==> src/rtl/lbc_pkg.sv <==
// Shared widths, types and the edge-test helper for the line clipper.
// No dependencies; every rtl module imports this package.
`default_nettype none
package lbc_pkg;

  localparam int CW = 12;                 // coordinate width
  localparam int FRAC = 20;               // fraction bits of u
  localparam int QW = CW + FRAC;          // quotient width
  localparam int RW = QW + 2;             // signed ratio width
  localparam int UW = FRAC + 1;           // u in [0, 1]
  localparam int PW = UW + CW + 2;        // u * delta product width
  localparam int NUM_EDGES = 4;
  localparam int DIV_STEP = 4;            // quotient bits per divider stage
  localparam int DIV_STAGES = (QW + DIV_STEP - 1) / DIV_STEP;
  localparam int PADW = DIV_STAGES * DIV_STEP;
  localparam int LATENCY = DIV_STAGES + 5;

  localparam logic [UW-1:0] U_ONE = UW'(1) << FRAC;

  localparam logic [CW-1:0] LEFT_RST = CW'(300);
  localparam logic [CW-1:0] RIGHT_RST = CW'(700);
  localparam logic [CW-1:0] LOW_RST = CW'(100);
  localparam logic [CW-1:0] HIGH_RST = CW'(700);

  localparam logic [1:0] REG_LEFT = 2'd0;
  localparam logic [1:0] REG_RIGHT = 2'd1;
  localparam logic [1:0] REG_LOW = 2'd2;
  localparam logic [1:0] REG_HIGH = 2'd3;

  typedef struct packed {
    logic [CW-1:0] sx;
    logic [CW-1:0] sy;
    logic [CW-1:0] ex;
    logic [CW-1:0] ey;
  } seg_t;

  typedef struct packed {
    logic p_zero;
    logic p_neg;
    logic q_neg;
  } edge_t;

  typedef struct packed {
    logic ok;
    logic [UW-1:0] u_in;
    logic [UW-1:0] u_out;
  } edge_res_t;

  function automatic logic signed [RW-1:0] make_ratio(edge_t ef, logic [QW-1:0] mr);
    logic signed [RW-1:0] r;
    r = $signed({2'b00, mr});
    if (ef.p_neg ^ ef.q_neg) r = -r;
    return r;
  endfunction

  function automatic edge_res_t edge_step(edge_t ef, logic signed [RW-1:0] r,
                                          logic [UW-1:0] u_in, logic [UW-1:0] u_out);
    edge_res_t res;
    logic signed [RW-1:0] si;
    logic signed [RW-1:0] so;
    si = $signed({{(RW-UW){1'b0}}, u_in});
    so = $signed({{(RW-UW){1'b0}}, u_out});
    res.ok = 1'b1;
    res.u_in = u_in;
    res.u_out = u_out;
    if (ef.p_zero) begin
      res.ok = !ef.q_neg;
    end else if (ef.p_neg) begin
      if (r > so) res.ok = 1'b0;
      else if (r > si) res.u_in = r[UW-1:0];
    end else begin
      if (r < si) res.ok = 1'b0;
      else if (r < so) res.u_out = r[UW-1:0];
    end
    return res;
  endfunction

endpackage
`default_nettype wire

==> src/rtl/lbc_clip.sv <==
// Edge tests: left/right in the first stage, low-y/high-y in the second.
// Depends on lbc_pkg.
`default_nettype none
module lbc_clip
  import lbc_pkg::*;
(
  input  wire logic                           clk,
  input  wire logic                           rst,
  input  wire logic                           in_valid,
  input  wire seg_t                           in_seg,
  input  wire edge_t [NUM_EDGES-1:0]          in_edges,
  input  wire logic  [NUM_EDGES-1:0][QW-1:0]  in_quo,
  output logic                                out_valid,
  output logic                                out_visible,
  output logic       [UW-1:0]                 out_u_in,
  output logic       [UW-1:0]                 out_u_out,
  output seg_t                                out_seg
);

  logic                valid_a;
  logic                ok_a;
  logic [UW-1:0]       u_in_a;
  logic [UW-1:0]       u_out_a;
  seg_t                seg_a;
  edge_t [1:0]         edges_a;
  logic signed [RW-1:0] r2_a;
  logic signed [RW-1:0] r3_a;

  edge_res_t res0, res1, res2, res3;

  always_comb begin
    res0 = edge_step(in_edges[0], make_ratio(in_edges[0], in_quo[0]), '0, U_ONE);
    res1 = edge_step(in_edges[1], make_ratio(in_edges[1], in_quo[1]), res0.u_in, res0.u_out);
    res2 = edge_step(edges_a[0], r2_a, u_in_a, u_out_a);
    res3 = edge_step(edges_a[1], r3_a, res2.u_in, res2.u_out);
  end

  always_ff @(posedge clk) begin
    if (rst) begin
      valid_a <= 1'b0;
      out_valid <= 1'b0;
    end else begin
      valid_a <= in_valid;
      out_valid <= valid_a;
    end
    ok_a <= res0.ok && res1.ok;
    u_in_a <= res1.u_in;
    u_out_a <= res1.u_out;
    seg_a <= in_seg;
    edges_a <= in_edges[3:2];
    r2_a <= make_ratio(in_edges[2], in_quo[2]);
    r3_a <= make_ratio(in_edges[3], in_quo[3]);
    out_visible <= ok_a && res2.ok && res3.ok;
    out_u_in <= res3.u_in;
    out_u_out <= res3.u_out;
    out_seg <= seg_a;
  end

endmodule
`default_nettype wire

==> config.mk <==
export PLATFORM = sky130hd
export DESIGN_NAME = lbc_clip
export DESIGN_NICKNAME = d
export VERILOG_FILES = /design/src/rtl/lbc_pkg.sv /design/src/rtl/lbc_clip.sv
export SDC_FILE = /design/constraint.sdc
export NUM_CORES = 1
export LEC_CHECK = 0
export BUFFER_PORTS_ARGS = -buffer_cell sky130_fd_sc_hd__buf_2
export CORE_ASPECT_RATIO = 1.5
export CORE_UTILIZATION = 55
export CTS_BUF_LIST = sky130_fd_sc_hd__clkbuf_16
export DETAILED_ROUTE_END_ITERATION = 10
export GPL_TIMING_DRIVEN = 0
export PLACE_DENSITY = 0.88
export RECOVER_POWER = 50
export SLEW_MARGIN = 20
export SYNTH_ARGS = -nofsm -noshare
export SYNTH_HDL_FRONTEND = slang
export SYNTH_SLANG_ARGS = --single-unit
==> constraint.sdc <==
create_clock -name clk -period 9.6 [get_ports clk]
set_input_delay 0.48 -clock clk [delete_from_list [all_inputs] [get_ports clk]]
set_output_delay 0.48 -clock clk [all_outputs]
set_load 0.05 [all_outputs]
==> results.json <==
{
  "status": "completed",
  "dp_hpwl_mm": 31.5,
  "pin_count": 283,
  "gp_routability_congestion": 0.994,
  "period_share_pct": 77.1,
  "drt_first_iter_violations": 714,
  "arrival_ns": 7.79,
  "grt_pass1_vias": 12100,
  "synth_area_per_cell_um2": 9.69,
  "grt-ovfl-total": 0,
  "clk_path_buf_depth": 3,
  "syn_inst": 1378,
  "slew_viol_final": 0,
  "multi_input_area_um2": 7580,
  "yosys.area.top_type": "dfxtp_1",
  "worst-setup-path-type": "reg -> reg",
  "clk_latency_ns": 0.51,
  "tns_ns": 0,
  "rsz0062_at_grt": "no",
  "ys_seq_area_share_pct": 38.7,
  "power_mw": 2.57,
  "fmax_mhz": 135,
  "first_pass_iters": 5,
  "power_density_nw_per_um2": 163,
  "via_per_inst": 5.89,
  "fillCellCount": 1832,
  "synthesis.area_um2": 13400,
  "synth_cell_types": 73,
  "worstMarginPinSlew_ns": 1.12,
  "vias": 11900,
  "nNetsFinal": 2002,
  "clock_skew_ns": 0.0152,
  "cts-root-buf": "clkbuf_16",
  "initial_core_util_pct": 56.3,
  "period_needed_ns": 7.40,
  "syn_nets": 1699,
  "synth_edf_count": 0,
  "grt_antenna_before_repair": 7,
  "hp-class": "in -> reg",
  "placed_area_um2": 15200,
  "core-area_um2": 23700,
  "stdcell_area_um2": 15700,
  "grt_max_degree": 18,
  "die_x_um": 129,
  "max_slew_margin_pct": 24.0,
  "postRouteAntennaNets": 0,
  "peakVddDrop_mv": 0.141,
  "async_flop_share_pct": 0,
  "totalWireLength_mm": 39.8,
  "grt_pass1_wl_mm": 60.0,
  "track_usage_pct": 31.2,
  "setup_viol": 0,
  "maxCapViolCount": 0,
  "regArea_um2": 5160,
  "die_h_um": 193,
  "synthTopCellsByArea": "dfxtp_1, ha_1, mux2i_1",
  "cts_buffers": 21,
  "final_hold_viol_count": 0,
  "synth_seq_cells": 258,
  "hold_buffers": 0,
  "post_cts_buffers": 0,
  "drive_gt1_share_pct": 17.2,
  "cp-start-kind": "flip-flop",
  "end_kind": "flip-flop",
  "worst-endpoint-required_ns": 9.99,
  "io_buffers": 280,
  "path_clk_slew_ns": 0.07,
  "yosysWarnings": 0,
  "area_delta_synth_final_pct": 17.9,
  "avgRoutedWirePerCell_um": 19.7,
  "drc_errors": 0,
  "ys_top_cells_by_count": "dfxtp_1, ha_1, mux2i_1",
  "cts_tree": "done",
  "cp_max_fo": 10,
  "power_leakage_nw": 6.52,
  "cts_sinks": 258,
  "yosysMostFrequentCell": "dfxtp_1",
  "yosys_most_used_dff": "dfxtp_1",
  "num_rows": 69,
  "htreeDepth": 1,
  "ctsResizeCount": 0,
  "dieArea_um2": 24900,
  "yosysTopAreaCellShare_pct": 38.7
}
[through the flow]
step / hold slack (ns) / instances / util [%] / worst slack [ns]
global route: 0.0566 / 2014 / 66.3 / 1.96
global placement: 0.310 / 1977 / 63.9 / 2.36
detailed placement: 0.312 / 1977 / 63.9 / 2.25
CTS: 0.0579 / 2013 / 66.6 / 2.20
finish: 0.0663 / 2018 / 66.3 / 2.20
floorplan: 0.310 / 1378 / - / 4.54
[state kept, by name, summed over array words and instances (netlist names)]
register	count
out_seg	48
seg_a	48
r2_a	34
r3_a	34
out_u_in	21
out_u_out	21
u_in_a	21
u_out_a	21
edges_a	6
ok_a	1
out_valid	1
out_visible	1
valid_a	1
[logic make-up (layout without fill, tap and decap cells)]
logic type	Yosys count	count (layout)	synth area share [%]
xor+xnor	106	106	6.95
other cells	0	5	0
simple gates	347	347	14.8
mux	127	127	9.58
buf+inv	151	467	4.60
fa+ha+maj	130	130	12.2
flops	258	258	38.7
compound gates	259	259	13.3
[final cells by class]
type / instances / share of cell area [%]
Inverter: 110 / 2.62
Tap cell: 319 / 2.53
Sequential cell: 258 / 32.8
Timing Repair Buffer: 280 / 8.34
Antenna cell: 5 / 0.0795
Clock buffer: 21 / 3.34
Multi-Input combinational cell: 969 / 48.1
Clock inverter: 15 / 0.866
Buffer: 41 / 1.28
[report_power, final]
| part | switching (mW) | internal (mW) |
|---|---|---|
| Clock | 0.376 | 0.457 |
| Sequential | 0.0491 | 1.14 |
| Combinational | 0.340 | 0.209 |
[critical path: stages, from the launching register on]
cell and delay (ns):
dfxtp_1 0.38, nor4_1 0.29, nand3_1 0.32, a2111oi_0 0.96, o21ai_0 0.40, nor2_1 0.21
and3_1 0.17, clkbuf_1 0.16, buf_1 0.58, mux2i_1 0.36, ha_1 0.30, a21o_1 0.18
a21oi_1 0.15, o221ai_1 0.15, a221oi_1 0.48, o21ai_0 0.19, o21ai_0 0.31, nor4b_1 0.60
clkbuf_1 0.68, mux2i_1 0.39
[final timing paths]
path	start	to	slack (ns)	depth (start not counted)
min reg2reg	seg_a[13]	out_seg[13]	0.32	0
max	r2_a[33]	out_u_in[11]	2.20	19
max reg2reg	r2_a[33]	out_u_in[11]	2.20	19
min	in_seg[22]	seg_a[22]	0.07	1
[layout by cell type, fill, tap and decap left out, drive strengths merged, types with 5 or more instances in the layout]
master,netlist,final
dfxtp,258,258
buf,18,227
ha,130,130
mux2i,120,120
inv,110,117
clkbuf,23,115
a21oi,75,75
nor2,69,69
xnor2,58,58
o21ai,49,49
xor2,48,48
nand2,44,44
nand3,40,40
nor3,39,39
a21o,32,32
nor4,27,27
nand4,23,23
a31oi,18,18
o2111ai,18,18
or4,16,16
or3,13,13
o31ai,12,12
o41ai,12,12
nor2b,11,11
nand2b,10,10
nor4b,9,9
mux2,7,7
and4,7,7
and2,7,7
and3,6,6
nand4b,6,6
nand3b,6,6
diode,0,5
a2111oi,5,5
a211oi,5,5
or2,5,5
clkinv,0,5
[metal layers]
layer | GRT usage, % | share of wire [%]
met5 | 0 | 0.11
met4 | 24.3 | 7.5
met3 | 5.63 | 6.9
met2 | 59.1 | 51
met1 | 28.9 | 34
Note: power is estimated with default switching activity, not from simulation.
