--- src/rtl/lbc_pkg.sv ---
// Shared widths, types and the edge-test helper for the line clipper.
// No dependencies; every rtl module imports this package.
`default_nettype none
package lbc_pkg;

  localparam int CW = 12;                 // coordinate width
  localparam int FRAC = 20;               // fraction bits of u
  localparam int QW = CW + FRAC;          // quotient width
  localparam int RW = QW + 2;             // signed ratio width
  localparam int UW = FRAC + 1;           // u in [0, 1]
  localparam int PW = UW + CW + 2;        // u * delta product width
  localparam int NUM_EDGES = 4;
  localparam int DIV_STEP = 4;            // quotient bits per divider stage
  localparam int DIV_STAGES = (QW + DIV_STEP - 1) / DIV_STEP;
  localparam int PADW = DIV_STAGES * DIV_STEP;
  localparam int LATENCY = DIV_STAGES + 5;

  localparam logic [UW-1:0] U_ONE = UW'(1) << FRAC;

  localparam logic [CW-1:0] LEFT_RST = CW'(300);
  localparam logic [CW-1:0] RIGHT_RST = CW'(700);
  localparam logic [CW-1:0] LOW_RST = CW'(100);
  localparam logic [CW-1:0] HIGH_RST = CW'(700);

  localparam logic [1:0] REG_LEFT = 2'd0;
  localparam logic [1:0] REG_RIGHT = 2'd1;
  localparam logic [1:0] REG_LOW = 2'd2;
  localparam logic [1:0] REG_HIGH = 2'd3;

  typedef struct packed {
    logic [CW-1:0] sx;
    logic [CW-1:0] sy;
    logic [CW-1:0] ex;
    logic [CW-1:0] ey;
  } seg_t;

  typedef struct packed {
    logic p_zero;
    logic p_neg;
    logic q_neg;
  } edge_t;

  typedef struct packed {
    logic ok;
    logic [UW-1:0] u_in;
    logic [UW-1:0] u_out;
  } edge_res_t;

  function automatic logic signed [RW-1:0] make_ratio(edge_t ef, logic [QW-1:0] mr);
    logic signed [RW-1:0] r;
    r = $signed({2'b00, mr});
    if (ef.p_neg ^ ef.q_neg) r = -r;
    return r;
  endfunction

  function automatic edge_res_t edge_step(edge_t ef, logic signed [RW-1:0] r,
                                          logic [UW-1:0] u_in, logic [UW-1:0] u_out);
    edge_res_t res;
    logic signed [RW-1:0] si;
    logic signed [RW-1:0] so;
    si = $signed({{(RW-UW){1'b0}}, u_in});
    so = $signed({{(RW-UW){1'b0}}, u_out});
    res.ok = 1'b1;
    res.u_in = u_in;
    res.u_out = u_out;
    if (ef.p_zero) begin
      res.ok = !ef.q_neg;
    end else if (ef.p_neg) begin
      if (r > so) res.ok = 1'b0;
      else if (r > si) res.u_in = r[UW-1:0];
    end else begin
      if (r < si) res.ok = 1'b0;
      else if (r < so) res.u_out = r[UW-1:0];
    end
    return res;
  endfunction

endpackage
`default_nettype wire

--- src/rtl/lbc_move.sv ---
// Endpoint move: start + u*delta, products registered, then sum and truncate.
// Depends on lbc_pkg.
`default_nettype none
module lbc_move
  import lbc_pkg::*;
(
  input  wire logic          clk,
  input  wire logic          rst,
  input  wire logic          in_valid,
  input  wire logic          in_visible,
  input  wire logic [UW-1:0] in_u_in,
  input  wire logic [UW-1:0] in_u_out,
  input  wire seg_t          in_seg,
  output logic               out_valid,
  output logic               out_visible,
  output seg_t               out_seg,
  output logic               out_start_moved,
  output logic               out_end_moved
);

  logic                valid_m;
  logic                visible_m;
  logic                smove_m;
  logic                emove_m;
  seg_t                seg_m;
  logic signed [PW-1:0] prod_m [4];   // start x, start y, end x, end y

  logic signed [CW:0] dx;
  logic signed [CW:0] dy;
  logic [CW-1:0] new_c [4];

  assign dx = $signed({1'b0, in_seg.ex}) - $signed({1'b0, in_seg.sx});
  assign dy = $signed({1'b0, in_seg.ey}) - $signed({1'b0, in_seg.sy});

  function automatic logic [CW-1:0] finish(logic [CW-1:0] base, logic signed [PW-1:0] prod);
    logic signed [PW:0] s;
    s = $signed({{(PW+1-QW){1'b0}}, base, {FRAC{1'b0}}}) + (PW+1)'(prod);
    return s[PW] ? '0 : s[FRAC+CW-1:FRAC];
  endfunction

  always_comb begin
    new_c[0] = finish(seg_m.sx, prod_m[0]);
    new_c[1] = finish(seg_m.sy, prod_m[1]);
    new_c[2] = finish(seg_m.sx, prod_m[2]);
    new_c[3] = finish(seg_m.sy, prod_m[3]);
  end

  always_ff @(posedge clk) begin
    if (rst) begin
      valid_m <= 1'b0;
      out_valid <= 1'b0;
    end else begin
      valid_m <= in_valid;
      out_valid <= valid_m;
    end
    visible_m <= in_visible;
    smove_m <= in_visible && (in_u_in != '0);
    emove_m <= in_visible && (in_u_out < U_ONE);
    seg_m <= in_seg;
    prod_m[0] <= PW'($signed({1'b0, in_u_in}) * dx);
    prod_m[1] <= PW'($signed({1'b0, in_u_in}) * dy);
    prod_m[2] <= PW'($signed({1'b0, in_u_out}) * dx);
    prod_m[3] <= PW'($signed({1'b0, in_u_out}) * dy);

    out_visible <= visible_m;
    out_start_moved <= smove_m;
    out_end_moved <= emove_m;
    out_seg.sx <= smove_m ? new_c[0] : seg_m.sx;
    out_seg.sy <= smove_m ? new_c[1] : seg_m.sy;
    out_seg.ex <= emove_m ? new_c[2] : seg_m.ex;
    out_seg.ey <= emove_m ? new_c[3] : seg_m.ey;
  end

endmodule
`default_nettype wire
--- config.mk ---
export PLATFORM = sky130hd
export DESIGN_NAME = lbc_move
export DESIGN_NICKNAME = d
export VERILOG_FILES = /design/src/rtl/lbc_pkg.sv /design/src/rtl/lbc_move.sv
export SDC_FILE = /design/constraint.sdc
export NUM_CORES = 2
export LEC_CHECK = 0
export BUFFER_PORTS_ARGS = -buffer_cell sky130_fd_sc_hd__buf_4
export CAP_MARGIN = 20
export CORE_MARGIN = 2
export CORE_UTILIZATION = 28
export CTS_CLUSTER_SIZE = 40
export DETAILED_ROUTE_END_ITERATION = 12
export PLACE_DENSITY_LB_ADDON = 0.12
export SYNTH_ARGS = -nofsm -noshare
export SYNTH_HDL_FRONTEND = slang
export SYNTH_SLANG_ARGS = --single-unit
--- constraint.sdc ---
create_clock -name clk -period 9.7 [get_ports clk]
set_input_delay 1.94 -clock clk [delete_from_list [all_inputs] [get_ports clk]]
set_output_delay 1.94 -clock clk [all_outputs]
set_load 0.005 [all_outputs]
==> out/summary.md <==
## Clock network
* **TritonCTS clock tree** done
* **Clk pin slew, worst setup/hold paths** 0.07 ns
* **number of sinks driven by the clock tree** 164
* **clock root buffer** sky130_fd_sc_hd__clkbuf_16
* **clock latency of the later-clocked register in the worst-skew pair** 0.49 ns
* **number of hold buffers added after CTS** 0
* **CTS buffer count** 17
* **deepest clock path buffer count** 2
* **deepest level of the CTS H-tree** 4

## GRT
* **first-pass GRT wire length** 201000 µm
* **initial antenna violation count** 6
* **overall fraction of global-route tracks in use** 17.9%
* **number of global-route vias before repair** 32802
* **total grt overflow** 0
* **largest net degree at the start of global routing** 43

## Run status
* **outcome** complete, but fails checks
* **failing checks** DRC

## Timing
* **setup violators final** 0
* **crit path time final** 9.10 ns
* **RSZ-0062 raised after global routing** no
* **Final Slew Violations** 0
* **crit share post-route** 93.8%
* **max frequency** 110 MHz
* **Final Hold Vio Count** 0
* **worst slew slack as a fraction of its limit** 39.4%
* **slew at the pin closest to its max-slew limit** 0.904 ns
* **clk_skew** 0.0252 ns

## Route
* **via count** 29927
* **antenna-violating nets left** 0
* **initial drt markers** 1378
* **average via count per standard cell** 4.68
* **number of remaining DRC errors** 18
* **detailed-routing iteration count for the pre-antenna-repair pass** 11
* **sum of routed wire length over all layers** 128000 µm
* **per-cell routed wire length** 20.0 µm

## Floorplan
* **width of the die** 384 µm
* **initial cell density of the core** 28.2%
* **site row count** 139
* **number of top-level pins** 146
* **Die Y-Extent** 384 µm
* **core area** 0.144 mm²
* **floorplan die area** 0.148 mm²

## Worst setup path
* **Data arrival, critical path** 9.47 ns
* **CP peak stage delay** 0.55 ns
* **launching element of the worst setup path** in_seg[12]
* **reg-to-reg endpoint** out_seg[40]$_DFF_P_
* **Worst Path Required** 10.06 ns
* **startpoint of the lowest-slack register-to-register path** seg_m[37]$_DFF_P_
* **number of cells on the worst reg-to-reg path** 9
* **capturing element type of the critical path** flip-flop
* **crit path max-delay cell type** sky130_fd_sc_hd__fa_1
* **Startpoint Class** primary input
* **cell mode on critical path** sky130_fd_sc_hd__fa_1
* **top fanout value on the critical path** 25
* **minimum setup slack among reg-to-reg paths** 6.45 ns
* **class of the most critical setup path** in -> reg

## Logic synthesis
* **Syn Inst Count** 4392
* **commonest cells in the synthesized netlist** sky130_fd_sc_hd__fa_1 (838), sky130_fd_sc_hd__inv_1 (780), sky130_fd_sc_hd__nand2_1 (625)
* **share of the yosys chip area belonging to registers** 8.10%
* **synth unique cells** 72
* **top flip-flop cell by instance count after synthesis** sky130_fd_sc_hd__dfxtp_1
* **number of synthesized flops with an enable pin** 0
* **Mapped Avg Cell Area** 9.23 µm²
* **most used standard cell by instance count after synthesis** sky130_fd_sc_hd__fa_1
* **post-synth top area cell** sky130_fd_sc_hd__fa_1
* **cell area after synthesis** 0.0405 mm²
* **Ys Warns** 0
* **net count after synthesis** 5828
* **area share of the largest cell type after synthesis** 41.4%
* **share of synthesized flip-flops with an asynchronous set or reset** 0%
* **number of synthesized register bits** 164
* **synth top area cells** sky130_fd_sc_hd__fa_1 (41%), sky130_fd_sc_hd__ha_1 (16%), sky130_fd_sc_hd__dfxtp_1 (8.1%), sky130_fd_sc_hd__inv_1 (7.2%), sky130_fd_sc_hd__nand2_1 (5.8%)

## Worst hold path
* **hold worst-path end** out_visible$_DFF_P_
* **hold path depth** 0
* **class of the tightest hold or removal check** reg -> reg
* **hold path start** visible_m$_DFF_P_

## Flow run
* **total of max-cap violations** 0

## Placed design
* **total cell area at the placement stage** 0.0448 mm²
* **global placement routability congestion** 0.825
* **Port Buf Inserts** 145
* **placed wire-length estimate after detailed placement** 102000 µm

## Layout
* **layout cells sized above 1** 8.65%
* **total non-filler cell area in the finished layout** 0.0454 mm²
* **NumNets Final** 5912
* **area growth from synthesis to final layout** 12.1%

## cells in the final DEF, fill, tap and decap left out, drive strengths merged, types with 38 or more instances in the layout
cell type / Yosys / layout
fa: 838 / 838
inv: 781 / 789
nand2: 625 / 625
ha: 504 / 504
buf: 9 / 309
dfxtp: 164 / 164
and2: 137 / 137
nand3: 120 / 120
nor2b: 96 / 96
nand2b: 91 / 91
nor3: 90 / 90
and3: 85 / 85
a21oi: 78 / 78
xnor2: 69 / 69
nor2: 55 / 55
a21o: 48 / 48
o21ai: 47 / 47
o2bb2ai: 42 / 42
xor2: 40 / 40
or3: 38 / 38
## routing by layer
metal,up-vias,part of all wire [%],track usage [%]
li1,13846,-,-
met1,15633,47,24.5
met2,408,50,31.6
met3,40,2.5,1.31
met4,0,0.74,1.94
met5,-,0,0
## registers in the layout, summed over array words and instances, names as in the netlist
signal / cells
out_valid: 1
out_start_moved: 1
out_end_moved: 1
out_visible: 1
smove_m: 1
seg_m: 48
prod_m: 60
out_seg: 48
emove_m: 1
valid_m: 1
visible_m: 1
## worst max-delay path, delay by kind of cell
family / cells / cell delay [ns]
buf+inv: 8 / 0.76
compound gates: 10 / 2.06
xor+xnor: 1 / 0.16
simple gates: 5 / 0.72
fa+ha+maj: 9 / 3.78
## final cells by class
| cell class | instances | area, µm² |
|---|---|---|
| timing repair buffer | 309 | 2660 |
| antenna | 5 | 12.5 |
| sequential | 164 | 3280 |
| clock inverter | 12 | 139 |
| clock buffer | 18 | 439 |
| tap | 1903 | 2380 |
| fill | 15223 | 98200 |
| inverter | 782 | 2940 |
| multi-input combinational | 3202 | 33600 |
## cell families after synthesis
logic type / share of synthesized area (%)
compound gates: 6.53
buf+inv: 9.53
flops: 8.10
xor+xnor: 2.36
fa+ha+maj: 57.0
simple gates: 16.5
## through the flow
step                      util, %  instances  worst slack, ns  hold WS [ns]  TNS [ns]
after CTS                    31.6       6390            0.200         0.345         0
after floorplan                 -       4392            0.769         0.310         0
after detailed placement     31.2       6360           -0.275         0.329     -1.72
after global placement       31.2       6360           -0.180         0.319     -1.09
after global routing         31.6       6392           0.0714         0.354         0
final                        31.6       6395            0.599         0.339         0
## how the worst max path moves through the flow
stage                                        to  slack, ns  depth (start not counted)
after floorplan           prod_m[2][26]$_DFF_P_       0.77                         29
after CTS                 prod_m[3][30]$_DFF_P_       0.20                         29
after detailed placement  prod_m[3][30]$_DFF_P_      -0.27                         29
after global placement    prod_m[3][34]$_DFF_P_      -0.18                         29
after global routing      prod_m[3][32]$_DFF_P_       0.07                         34
final                     prod_m[0][34]$_DFF_P_       0.60                         33
## repair_timing
item | CTS | global route
resized for setup | 0 | 5
setup buffers | 0 | 0
endpoints found under the setup margin | 0 | 8
Power is left out: the tool's default activity adds up to more than one toggle a clock period on the data nets, which glitch-free logic cannot reach.
